**src/rtl/sart_pkg.sv**
```systemverilog
// Shared package of the subnet access rule table: table size, request and
// status codes, the stored rule record and the controller/datapath link types.
// Depends on nothing.
package sart_pkg;

    localparam int RULE_ENTRIES = 32;
    localparam int IDX_W        = $clog2(RULE_ENTRIES);

    localparam logic [2:0] REQ_ADD_ALLOW = 3'd0;
    localparam logic [2:0] REQ_DEL_ALLOW = 3'd1;
    localparam logic [2:0] REQ_ADD_DENY  = 3'd2;
    localparam logic [2:0] REQ_DEL_DENY  = 3'd3;
    localparam logic [2:0] REQ_CHECK     = 3'd4;

    localparam logic [2:0] ST_OK         = 3'd0;
    localparam logic [2:0] ST_PRESENT    = 3'd1;
    localparam logic [2:0] ST_NOT_FOUND  = 3'd2;
    localparam logic [2:0] ST_FULL       = 3'd3;
    localparam logic [2:0] ST_BAD_PREFIX = 3'd4;

    localparam logic [7:0] V4_MAX_PREFIX = 8'd32;
    localparam logic [7:0] V6_MAX_PREFIX = 8'd128;

    typedef logic [IDX_W-1:0] t_idx;

    typedef struct packed {
        logic        deny;
        logic        v6;
        logic [7:0]  prefix;
        logic [63:0] addr_high;
        logic [63:0] addr_low;
    } t_rule;

    // Commands from the controller to the datapath.
    typedef struct packed {
        logic load;
        logic rd_en;
        t_idx rd_idx;
        logic finish;
    } t_cmd;

    // Status from the datapath to the controller.
    typedef struct packed {
        logic skip;
    } t_sts;

endpackage

```
**src/rtl/sart_dp.sv**
```systemverilog
// Datapath of the subnet access rule table: request registers, the rule
// memory with its valid bits, the per-entry compare stage and the result register.
// Depends on sart_pkg.
module sart_dp (
    input  logic                 i_clk,
    input  logic                 i_rst_n,
    input  sart_pkg::t_cmd       i_cmd,
    output sart_pkg::t_sts       o_sts,
    input  logic [2:0]           i_req_type,
    input  logic                 i_is_ipv6,
    input  logic [63:0]          i_addr_high,
    input  logic [63:0]          i_addr_low,
    input  logic [7:0]           i_prefix_len,
    output logic                 o_done,
    output logic [2:0]           o_status,
    output logic                 o_access_allowed
);

    // Mask of a prefix over the 128-bit address word; IPv4 lives in bits 31..0.
    function automatic logic [127:0] prefix_mask(input logic v6, input logic [7:0] p);
        logic [127:0] m;
        m = '0;
        for (int j = 0; j < 128; j++) begin
            if (v6) begin
                m[j] = (p > 8'(127 - j));
            end else if (j < 32) begin
                m[j] = (p > 8'(31 - j));
            end
        end
        return m;
    endfunction

    // Request registers.
    logic [2:0]   r_req;
    logic         r_v6;
    logic [127:0] r_key;
    logic [7:0]   r_prefix;
    logic         r_bad;

    // Rule memory, valid bits and the compare stage.
    sart_pkg::t_rule r_mem [sart_pkg::RULE_ENTRIES];
    sart_pkg::t_rule r_rd_data;
    logic [sart_pkg::RULE_ENTRIES-1:0] r_valid;
    logic            r_cmp_vld;
    sart_pkg::t_idx  r_cmp_idx;

    // Scan trackers.
    logic           r_hit_found;
    sart_pkg::t_idx r_hit_idx;
    logic           r_free_found;
    sart_pkg::t_idx r_free_idx;
    logic           r_allow_found;
    logic           r_deny_found;
    logic [7:0]     r_best_allow;
    logic [7:0]     r_best_deny;

    // Result registers.
    logic       r_done;
    logic [2:0] r_status;
    logic       r_allowed;

    logic [63:0]  w_fam_h;
    logic [63:0]  w_fam_l;
    logic [127:0] w_in_mask;
    logic         w_in_cfg;
    logic         w_known;
    logic         w_cfg;
    logic         w_kind_deny;
    logic         w_ent_vld;
    logic [127:0] w_ent_mask;
    logic         w_exact_hit;
    logic         w_check_hit;
    logic [2:0]   n_status;
    logic         n_allowed;
    logic         w_add_commit;
    logic         w_del_commit;

    // Input conditioning at accept time.
    assign w_fam_h   = i_is_ipv6 ? i_addr_high : 64'd0;
    assign w_fam_l   = i_is_ipv6 ? i_addr_low : {32'd0, i_addr_low[31:0]};
    assign w_in_mask = prefix_mask(i_is_ipv6, i_prefix_len);
    assign w_in_cfg  = i_req_type inside {[sart_pkg::REQ_ADD_ALLOW:sart_pkg::REQ_DEL_DENY]};

    always_ff @(posedge i_clk) begin
        if (i_cmd.load) begin
            r_req    <= i_req_type;
            r_v6     <= i_is_ipv6;
            r_prefix <= i_prefix_len;
            r_bad    <= i_prefix_len > (i_is_ipv6 ? sart_pkg::V6_MAX_PREFIX
                                                  : sart_pkg::V4_MAX_PREFIX);
            r_key    <= w_in_cfg ? ({w_fam_h, w_fam_l} & w_in_mask) : {w_fam_h, w_fam_l};
        end
    end

    assign w_known     = r_req inside {[sart_pkg::REQ_ADD_ALLOW:sart_pkg::REQ_CHECK]};
    assign w_cfg       = r_req inside {[sart_pkg::REQ_ADD_ALLOW:sart_pkg::REQ_DEL_DENY]};
    assign w_kind_deny = r_req inside {sart_pkg::REQ_ADD_DENY, sart_pkg::REQ_DEL_DENY};
    assign o_sts.skip  = !w_known || (w_cfg && r_bad);

    // Memory: one registered read port for the scan, one write port at commit.
    always_ff @(posedge i_clk) begin
        if (i_cmd.rd_en) begin
            r_rd_data <= r_mem[i_cmd.rd_idx];
        end
        if (w_add_commit) begin
            r_mem[r_free_idx] <= sart_pkg::t_rule'{
                deny:      w_kind_deny,
                v6:        r_v6,
                prefix:    r_prefix,
                addr_high: r_key[127:64],
                addr_low:  r_key[63:0]
            };
        end
    end

    always_ff @(posedge i_clk) begin
        if (!i_rst_n) begin
            r_valid   <= '0;
            r_cmp_vld <= 1'b0;
        end else begin
            r_cmp_vld <= i_cmd.rd_en;
            if (w_add_commit) begin
                r_valid[r_free_idx] <= 1'b1;
            end
            if (w_del_commit) begin
                r_valid[r_hit_idx] <= 1'b0;
            end
        end
    end

    always_ff @(posedge i_clk) begin
        if (i_cmd.rd_en) begin
            r_cmp_idx <= i_cmd.rd_idx;
        end
    end

    // Compare stage: one stored rule per cycle.
    assign w_ent_vld   = r_valid[r_cmp_idx];
    assign w_ent_mask  = prefix_mask(r_v6, r_rd_data.prefix);
    assign w_exact_hit = w_ent_vld && (r_rd_data.deny == w_kind_deny)
                         && (r_rd_data.v6 == r_v6) && (r_rd_data.prefix == r_prefix)
                         && ({r_rd_data.addr_high, r_rd_data.addr_low} == r_key);
    assign w_check_hit = w_ent_vld && (r_rd_data.v6 == r_v6)
                         && ((r_key & w_ent_mask) == {r_rd_data.addr_high, r_rd_data.addr_low});

    always_ff @(posedge i_clk) begin
        if (i_cmd.load) begin
            r_hit_found   <= 1'b0;
            r_free_found  <= 1'b0;
            r_allow_found <= 1'b0;
            r_deny_found  <= 1'b0;
            r_best_allow  <= 8'd0;
            r_best_deny   <= 8'd0;
        end else if (r_cmp_vld) begin
            if (w_exact_hit && !r_hit_found) begin
                r_hit_found <= 1'b1;
                r_hit_idx   <= r_cmp_idx;
            end
            if (!w_ent_vld && !r_free_found) begin
                r_free_found <= 1'b1;
                r_free_idx   <= r_cmp_idx;
            end
            if (w_check_hit && r_rd_data.deny) begin
                r_deny_found <= 1'b1;
                if (!r_deny_found || r_rd_data.prefix > r_best_deny) begin
                    r_best_deny <= r_rd_data.prefix;
                end
            end
            if (w_check_hit && !r_rd_data.deny) begin
                r_allow_found <= 1'b1;
                if (!r_allow_found || r_rd_data.prefix > r_best_allow) begin
                    r_best_allow <= r_rd_data.prefix;
                end
            end
        end
    end

    // Outcome of the request and the table update it causes.
    always_comb begin
        n_status     = sart_pkg::ST_OK;
        n_allowed    = 1'b0;
        w_add_commit = 1'b0;
        w_del_commit = 1'b0;
        case (r_req)
            sart_pkg::REQ_ADD_ALLOW, sart_pkg::REQ_ADD_DENY: begin
                if (r_bad) begin
                    n_status = sart_pkg::ST_BAD_PREFIX;
                end else if (r_hit_found) begin
                    n_status = sart_pkg::ST_PRESENT;
                end else if (!r_free_found) begin
                    n_status = sart_pkg::ST_FULL;
                end else begin
                    w_add_commit = i_cmd.finish;
                end
            end
            sart_pkg::REQ_DEL_ALLOW, sart_pkg::REQ_DEL_DENY: begin
                if (r_bad) begin
                    n_status = sart_pkg::ST_BAD_PREFIX;
                end else if (r_hit_found) begin
                    w_del_commit = i_cmd.finish;
                end else begin
                    n_status = sart_pkg::ST_NOT_FOUND;
                end
            end
            sart_pkg::REQ_CHECK: begin
                n_allowed = !r_deny_found
                            || (r_allow_found && (r_best_allow > r_best_deny));
            end
            default: begin
            end
        endcase
    end

    always_ff @(posedge i_clk) begin
        if (!i_rst_n) begin
            r_done <= 1'b0;
        end else begin
            r_done <= i_cmd.finish;
        end
    end

    always_ff @(posedge i_clk) begin
        if (i_cmd.finish) begin
            r_status  <= n_status;
            r_allowed <= n_allowed;
        end
    end

    assign o_done           = r_done;
    assign o_status         = r_status;
    assign o_access_allowed = r_allowed;

    a_add_to_free: assert property (@(posedge i_clk) disable iff (!i_rst_n)
        w_add_commit |-> !r_valid[r_free_idx])
        else $error("add commits into an occupied entry");

    a_del_of_valid: assert property (@(posedge i_clk) disable iff (!i_rst_n)
        w_del_commit |-> r_valid[r_hit_idx])
        else $error("delete clears an entry that is not valid");

    a_scan_drained: assert property (@(posedge i_clk) disable iff (!i_rst_n)
        i_cmd.finish |-> !r_cmp_vld && !i_cmd.rd_en)
        else $error("result taken while the scan is still in flight");

    a_one_update: assert property (@(posedge i_clk) disable iff (!i_rst_n)
        w_add_commit |=> !w_add_commit && !w_del_commit)
        else $error("table written on two consecutive cycles");

endmodule

```
**src/rtl/sart_ctrl.sv**
```systemverilog
// Controller of the subnet access rule table: accepts an item, steps the
// scan index over every entry unless the datapath signals a skip, and tells
// the datapath when to finish. Depends on sart_pkg.
module sart_ctrl (
    input  logic           i_clk,
    input  logic           i_rst_n,
    input  logic           start,
    output logic           busy,
    input  sart_pkg::t_sts i_sts,
    output sart_pkg::t_cmd o_cmd
);

    localparam logic [1:0] S_IDLE  = 2'd0;
    localparam logic [1:0] S_SCAN  = 2'd1;
    localparam logic [1:0] S_DRAIN = 2'd2;
    localparam logic [1:0] S_DONE  = 2'd3;

    localparam sart_pkg::t_idx LAST_IDX = sart_pkg::IDX_W'(sart_pkg::RULE_ENTRIES - 1);

    logic [1:0]     r_state;
    logic [1:0]     n_state;
    sart_pkg::t_idx r_idx;
    sart_pkg::t_idx n_idx;

    always_comb begin
        n_state = r_state;
        n_idx   = r_idx;
        case (r_state)
            S_IDLE: begin
                if (start) begin
                    n_state = S_SCAN;
                    n_idx   = '0;
                end
            end
            S_SCAN: begin
                if (i_sts.skip) begin
                    n_state = S_DONE;
                end else if (r_idx == LAST_IDX) begin
                    n_state = S_DRAIN;
                end else begin
                    n_idx = r_idx + 1'b1;
                end
            end
            S_DRAIN: begin
                n_state = S_DONE;
            end
            S_DONE: begin
                n_state = S_IDLE;
            end
            default: begin
                n_state = S_IDLE;
            end
        endcase
    end

    always_ff @(posedge i_clk) begin
        if (!i_rst_n) begin
            r_state <= S_IDLE;
            r_idx   <= '0;
        end else begin
            r_state <= n_state;
            r_idx   <= n_idx;
        end
    end

    assign busy          = (r_state != S_IDLE);
    assign o_cmd.load    = start && !busy;
    assign o_cmd.rd_en   = (r_state == S_SCAN) && !i_sts.skip;
    assign o_cmd.rd_idx  = r_idx;
    assign o_cmd.finish  = (r_state == S_DONE);

    a_full_scan: assert property (@(posedge i_clk) disable iff (!i_rst_n)
        (r_state == S_DRAIN) |-> $past(r_idx) == LAST_IDX)
        else $error("drain entered before the last entry was read");

    a_busy_after_load: assert property (@(posedge i_clk) disable iff (!i_rst_n)
        o_cmd.load |=> busy && r_idx == '0)
        else $error("accepted item did not start a scan at entry zero");

    a_finish_one: assert property (@(posedge i_clk) disable iff (!i_rst_n)
        o_cmd.finish |=> !o_cmd.finish && !busy)
        else $error("finish held for more than one cycle");

endmodule

```
**src/rtl/subnet_access_rule_table.sv**
```systemverilog
// Top level of the subnet access rule table: an allow/deny subnet ACL with
// longest-prefix decisions. Instantiates sart_ctrl and sart_dp; uses sart_pkg.
//
//   Channel   Handshake               Item contents
//   -------   ---------------------   ------------------------------------------
//   request   start && !busy          i_req_type, i_is_ipv6, i_addr_high,
//                                     i_addr_low, i_prefix_len
//   result    o_done (one cycle)      o_status, o_access_allowed
//
// An accepted item keeps busy high while the controller reads every entry
// through the single read port of the rule memory, drains the compare stage and
// finishes. An add or delete with a bad prefix, or an unknown request, skips the
// scan and goes straight to the finish. o_done rises at the same edge at which
// busy falls, so the result is shown in the first cycle with busy low, and a new
// item may be accepted in that same cycle.
// Reset is synchronous and active low; it clears the controller, the pending
// result strobe and every valid bit, so the table comes up empty with no
// clearing pass. The receiver cannot stall: each result is shown once.
module subnet_access_rule_table (
    input  logic        i_clk,
    input  logic        i_rst_n,
    input  logic        start,
    output logic        busy,
    input  logic [2:0]  i_req_type,
    input  logic        i_is_ipv6,
    input  logic [63:0] i_addr_high,
    input  logic [63:0] i_addr_low,
    input  logic [7:0]  i_prefix_len,
    output logic        o_done,
    output logic [2:0]  o_status,
    output logic        o_access_allowed
);

    // The controller only sequences; all request fields, the rule memory
    // and the decision logic sit in the datapath.
    sart_pkg::t_cmd w_cmd;
    sart_pkg::t_sts w_sts;

    // The controller owns the scan index and the item handshake.
    sart_ctrl u_ctrl (
        .i_clk   (i_clk),
        .i_rst_n (i_rst_n),
        .start   (start),
        .busy    (busy),
        .i_sts   (w_sts),
        .o_cmd   (w_cmd)
    );

    // The datapath masks the address of an add or delete, compares one stored rule per
    // cycle, keeps the first exact hit, the lowest free entry and the longest
    // allow and deny matches, then updates the table and registers the result.
    sart_dp u_dp (
        .i_clk            (i_clk),
        .i_rst_n          (i_rst_n),
        .i_cmd            (w_cmd),
        .o_sts            (w_sts),
        .i_req_type       (i_req_type),
        .i_is_ipv6        (i_is_ipv6),
        .i_addr_high      (i_addr_high),
        .i_addr_low       (i_addr_low),
        .i_prefix_len     (i_prefix_len),
        .o_done           (o_done),
        .o_status         (o_status),
        .o_access_allowed (o_access_allowed)
    );

endmodule

```
**config.mk**
```make
export PLATFORM = sky130hd
export DESIGN_NAME = subnet_access_rule_table
export DESIGN_NICKNAME = d
export VERILOG_FILES = /design/src/rtl/sart_pkg.sv /design/src/rtl/sart_dp.sv /design/src/rtl/sart_ctrl.sv /design/src/rtl/subnet_access_rule_table.sv
export SDC_FILE = /design/constraint.sdc
export NUM_CORES = 2
export LEC_CHECK = 0
export BUFFER_PORTS_ARGS = -buffer_cell sky130_fd_sc_hd__buf_2
export CORE_ASPECT_RATIO = 1.25
export CORE_MARGIN = 10
export CORE_UTILIZATION = 30
export DETAILED_ROUTE_END_ITERATION = 8
export SETUP_SLACK_MARGIN = 0.2
export SYNTH_ARGS = -nofsm -noshare
export SYNTH_HDL_FRONTEND = slang
export SYNTH_HIERARCHICAL = 1
export SYNTH_MEMORY_MAX_BITS = 65536
export SYNTH_SLANG_ARGS = --single-unit
```
**constraint.sdc**
```tcl
create_clock -name i_clk -period 10.5 [get_ports i_clk]
set_input_delay 1.05 -clock i_clk [delete_from_list [all_inputs] [get_ports i_clk]]
set_output_delay 1.05 -clock i_clk [all_outputs]
set_load 0.005 [all_outputs]
```
# Yosys cells after proc, flatten, opt, wreduce, memory -nomap -nowiden
# Memories as Yosys holds them, arrays and structs flattened. A register that Yosys moved wholly into a read port is not among the register bits.
# Cells that the tools add are included.
# word_totals
elab_cells	657
latchBits	0
input_bits	143
memories	1
ff_bits	221
ram_bits	4416
rom_bits	0
# memory_table
memory	depth	word_bits	rd	rd_clocked_by_memory_dff	write_ports	line_no	source
u_dp.r_mem	32	138	1	1	1	sart_dp.sv:41	sart_pkg::t_rule r_mem [sart_pkg::RULE_ENTRIES];
# classes
reduce_logical	49
n_addsub	1
bitwise	6
n_lt_le_gt_ge	270
eq_ne	17
div	0
n_mul	0
n_mux	292
shifts	0
# op_table
cell	count
$gt 8x7->1 const B	128
$gt 8x6->1 const B	64
$mux 1	268
$and 128x128->128	2
$eq 128x128->1	2
$gt 8x5->1 const B	32
$gt 8x4->1 const B	16
$mux 128	1
$mux 64	2
$mux 32	3
$gt 8x3->1 const B	8
$and 32x32->32	1
$gt 8x1->1 const B	4
$gt 8x2->1 const B	4
$gt 8x8->1	4
$not 32->32	1
$or 32x32->32	1
$logic_and 1x1->1	19
$lt 5x6->1 const B	3
$mux 5	3
$reduce_and 3->1	4
$demux 1 s5	2
$ge 5x1->1 const B	2
$mux 2	5
29 further kinds	56

# Longest topological paths before layout
# logic_depth
word_depth	9
ltp_mapped	15
depth_no_buf	11

# By module
# Netlist, hierarchy kept.
# modules_own_cells
mod	cells_per_inst	seq_area_each_um2	instances	area_each_um2
sart_dp	8354	142636.8	1	187421.0
sart_ctrl	53	140.1	1	437.9

# Worst setup path after synthesis
# Ideal clock, no wire load.
# synth_timing
kind	register -> register
startpoint	register u_dp.r_req[2]
endpoint	register u_dp/r_valid[20] (netlist bit)
slack_ns	2.462
setup_time_ns	0.085
period_less_slack_ns	8.038
path_stages_with_launch	8
t_required_ns	10.415
t_arrival_ns	7.953
path_buffers	2
cell_sequence	edfxtp_1 clkbuf_1 nor3_1 nand3_1 or3_1 clkbuf_1 nor2_1 o221a_2
# synth_between
elab_chain_cells	7
# synth_rtl
element	line_no	source
start: declaration	sart_dp.sv:34	logic [2:0] r_req;
start signal: assignment	sart_dp.sv:86	r_req <= i_req_type;
$eq 3x2->1 or $logic_not 3->1 (tied branches)	sart_dp.sv:184	case (r_req)
$reduce_or 2->1	sart_dp.sv:184	
$mux 1	sart_dp.sv:184	
$mux 32	sart_dp.sv:122	if (w_add_commit) begin
$mux 32	sart_dp.sv:117	if (!i_rst_n) begin
$and 32x32->32 (no source line)	--	
$mux 32 (*)	sart_dp.sv:125	if (w_del_commit) begin
end signal: assignment	sart_dp.sv:118	r_valid <= '0;
end signal: indexed assignment	sart_dp.sv:123	r_valid[r_free_idx] <= 1'b1;
end signal: indexed assignment	sart_dp.sv:126	r_valid[r_hit_idx] <= 1'b0;
end: declaration	sart_dp.sv:43	logic [sart_pkg::RULE_ENTRIES-1:0] r_valid;
# Mark *: on every way between the ends. The rest lies on a longest branch, timed or not. The select of a mux whose other input is x is not followed.
# A chain may end at the register's enable or synchronous reset.

# Worst setup path in the final report
# layout_timing
startpoint	register u_dp.r_v6
endpoint	register u_dp.r_best_deny[6]
# layout_between
elab_chain_cells	6
# layout_rtl
element	line_no	source
start: declaration	sart_dp.sv:35	logic r_v6;
start signal: assignment	sart_dp.sv:87	r_v6 <= i_is_ipv6;
$mux 1	sart_dp.sv:24	if (v6) begin
$and 128x128->128	sart_dp.sv:144	&& ((r_key & w_ent_mask) == {r_rd_data.addr_high, r_rd_data.addr_low});
$eq 128x128->1	sart_dp.sv:144	
$logic_and 1x1->1 (*)	sart_dp.sv:144	
$logic_and 1x1->1 (*)	sart_dp.sv:163	if (w_check_hit && r_rd_data.deny) begin
$reduce_and 3->1 (no source line) (*)	--	
end signal: assignment	sart_dp.sv:166	r_best_deny <= r_rd_data.prefix;
end: declaration	sart_dp.sv:55	logic [7:0] r_best_deny;
# Mark *: on every way between the ends. The rest lies on a longest branch, timed or not.

==> results.py <==
metrics = {
    "yosys": {
        "synth.area.top_cells": "edfxtp_1 (75%), mux4_2 (17%), mux2_2 (0.88%), dfxtp_1 (0.65%), clkbuf_1 (0.63%)",
        "synth-main-ff-cell": "edfxtp_1",
        "syn_area_per_cell_um2": 22.3,
        "synth_nets": 8581,
        "synth.top_cell.area_share_pct": 75.4,
        "synth_edf_count": 4714,
        "synth_cell_types": 92,
        "seq_area_frac_synth_pct": 76.0,
        "synth_area_leader_cell": "edfxtp_1",
        "netlist_instances": 8407,
        "async_flop_share_pct": 0,
        "yosysWarnings": 6,
        "synth_seq_cells": 4775,
        "netlist_area_um2": 188000,
    },
    "finish": {
        "fillers": 57800,
        "areaGrowthSynthToFinish_pct": 14.2,
        "drive_gt1_share_pct": 29.4,
        "nets": 9047,
    },
    "floorplanning": {
        "initial_core_util_pct": 30.1,
        "num_rows": 324,
        "die_h_um": 905,
        "dieArea_um2": 658000,
        "core_um2": 623000,
        "die_w_um": 728,
        "io_pins": 149,
    },
    "status": {
        "violations": "max-capacitance violations, max-slew violations",
        "status": "finished, violations left",
    },
    "critical_path": {
        "crit_path_top_delay_cell": "nor2b_1",
        "start_kind": "register",
        "crit_family": "simple AND/OR/NAND/NOR gates",
        "cpPeakStageDelay_ps": 1110,
        "cp.required_ps": 11400,
        "worst-path-buf-inv": 2,
        "end_kind": "register",
        "path_max_fanout": 124,
        "cp_common_cell": "nand4_1",
        "criticalPathCategory": "register to register",
        "arrival_ps": 6610,
        "worstPathCellList": "buf_12, nor2b_1, nand2_1, a31oi_1, o22ai_1, a2111oi_0, nand4_1, nor4_4, buf_4, nand4_1, a21oi_1",
    },
    "clock_tree": {
        "cts-resized-gates": 0,
        "cts.path.max_buffers": 4,
        "post-cts-setup-buffers": 0,
        "clock-root-buffer": "clkbuf_16",
        "cts_tree": "done",
        "cts_max_level": 5,
        "clock_latency_ps": 1070,
        "tritoncts.num_buffers": 430,
        "clk_pin_slew_worst_paths_ps": 70,
        "clock_sinks": 4775,
        "holdBufCountCts": 0,
    },
    "pwr": {
        "power_frac_seq_pct": 53.0,
        "combPwrFrac_pct": 10.9,
        "p_int_mw": 32.4,
        "pwr_density_cell_nw_per_um2": 202,
        "switchingPower_mw": 10.9,
        "leakage_nw": 63.3,
        "switching_share_pct": 25.3,
        "p_clk_share_pct": 36.1,
        "peakVddDrop_uv": 168,
    },
    "routing": {
        "vias": 95100,
        "viasPerCell": 5.40,
        "drt_iter0_drc": 13100,
        "drcViolationCount": 0,
        "wl_per_cell_um": 35.0,
        "dr.pass1.iters": 6,
        "wirelength_um": 615000,
        "postRouteAntennaNets": 0,
    },
    "timing": {
        "hold_viol_final": 0,
        "tightest_slew_ps": 1640,
        "finClkSkew_ps": 87.5,
        "rsz0062_at_grt": "no",
        "setup_ws_ps": 4790,
        "setup_viol": 0,
        "finalCriticalPeriod_ps": 5710,
        "fin_crit_sh_pct": 54.4,
        "max_freq_mhz": 175,
        "hold_slack_ps": 336,
        "slew_headroom_pct": -10.4,
        "setup_tns_ps": 0,
        "slew_violations": 2,
    },
    "global_routing": {
        "grtUsageTotal_pct": 18.0,
        "grt_overflow_total": 0,
        "grt_max_degree": 162,
        "first_global_vias": 95600,
        "grt_first_pass_wirelength_um": 833000,
        "antenna_found_initial": 56,
    },
    "placement": {
        "port_buffers": 148,
        "place_ws_ps": 5050,
        "dp_hpwl_um": 365000,
        "gp_congestion": 0.946,
    },
    "flow_run": {
        "cap_viol_max_count": 1,
    },
    "hold_path": {
        "holdCritPathClass": "input port to register",
    },
}
-- routing by layer --
metal | global-route usage [%] | part of all wire, % | up-vias | wire length, um
li1 | - | - | 36900 | -
met1 | 23.0 | 38 | 52400 | 235000
met2 | 30.4 | 50 | 4709 | 305000
met3 | 2.89 | 7.2 | 1043 | 44500
met4 | 8.00 | 5.1 | 22 | 31400
met5 | 0 | 0.024 | - | 147
-- power groups by stage --
stage | Combinational, mW | Clock (mW) | Sequential (mW)
2_1_floorplan | 2.20 | 0 | 23.5
3_3_place_gp | 4.54 | 0 | 23.4
3_5_place_dp | 4.65 | 0 | 23.4
4_1_cts | 4.66 | 15.9 | 23.0
5_1_grt | 4.92 | 16.6 | 23.0
6_report | 4.71 | 15.6 | 23.0
-- cells in the mapped netlist, types with 66 or more instances --
master,number
a21oi_1,137
buf_1,84
clkbuf_1,316
edfxtp_1,4714
inv_1,90
mux2_2,146
mux4_2,1382
nand2_1,171
nor2_1,153
o21ai_0,124
xnor2_1,98
xor2_1,66
-- registers in the layout (all words and copies together), names as in the netlist, 2 cells and up --
register,count
u_ctrl/r_idx,5
u_ctrl/r_state,2
u_dp/o_status,3
u_dp/r_best_allow,8
u_dp/r_best_deny,8
u_dp/r_cmp_idx,5
u_dp/r_free_idx,5
u_dp/r_hit_idx,5
u_dp/r_key,128
u_dp/r_mem,4416
u_dp/r_prefix,8
u_dp/r_rd_data,138
u_dp/r_req,3
u_dp/r_valid,32
-- per-stage QoR --
| step | total power, mW | util (%) | area, um^2 | instances |
|---|---|---|---|---|
| 2_1_floorplan | 25.7 | - | 188000 | 8407 |
| 3_3_place_gp | 27.9 | 32.1 | 200000 | 16700 |
| 3_5_place_dp | 28.0 | 32.1 | 200000 | 16800 |
| 4_1_cts | 43.5 | 34.4 | 214000 | 17500 |
| 5_1_grt | 44.5 | 34.4 | 214000 | 17600 |
| 6_report | 43.3 | 34.4 | 214000 | 17600 |
-- worst paths after layout --
check,from,to,slack (ps),cells past startpoint
worst min register to register,u_dp/r_valid[28],u_dp/r_valid[28],520,2
worst min-delay path,i_addr_low[39],u_dp/r_key[39],340,2
worst max register to register,u_dp/r_v6,u_dp/r_best_deny[6],4790,11
worst max-delay path,u_dp/r_v6,u_dp/r_best_deny[6],4790,11
-- kinds of logic (layout without fill, tap and decap cells) --
family	after synthesis	after routing	synth area share [%]
fa+ha+maj	31	31	0.206
other cells	0	42	0
buf+inv	546	1377	1.14
mux	1538	1538	17.5
simple gates	720	720	2.02
compound gates	633	633	2.37
flops	4775	4775	76.0
xor+xnor	164	164	0.765
-- area by class of cell --
class,instances,area (um^2),area share (%)
repair buffers,485,3760,1.75
diodes,42,105,0.0490
inverters,95,364,0.170
clock buffers,554,11400,5.30
well taps,8313,10400,4.85
multi-input cells,3086,43200,20.2
clock inverters,243,2450,1.14
flip-flops and latches,4775,143000,66.6
-- placed cells by master (no fill, tap or decap), drive strengths merged, types with 22 or more instances in the layout --
master,n
and3,32
diode,42
buf,485
clkinv,187
mux4,1382
o21ai,128
clkbuf,554
o221a,31
xnor2,98
edfxtp,4714
a31oi,22
o2111ai,23
nand2b,23
nor3,37
inv,106
xor2,66
nor2,153
nand2,171
bufinv,34
nand4,57
o22ai,24
nor4,41
o211ai,29
ha,31
o21a,22
a21oi,138
mux2,146
nand3,54
dfxtp,61
nor2b,28
-- worst register-to-register path, delay by kind of cell (launching register included) --
kind                   cells  cell delay, ps
buffers and inverters      2             840
AOI/OAI and AO/OA          4            1930
and+or+nand+nor            5            2390
DFF                        1             410
(Power assumes the default switching activity.)
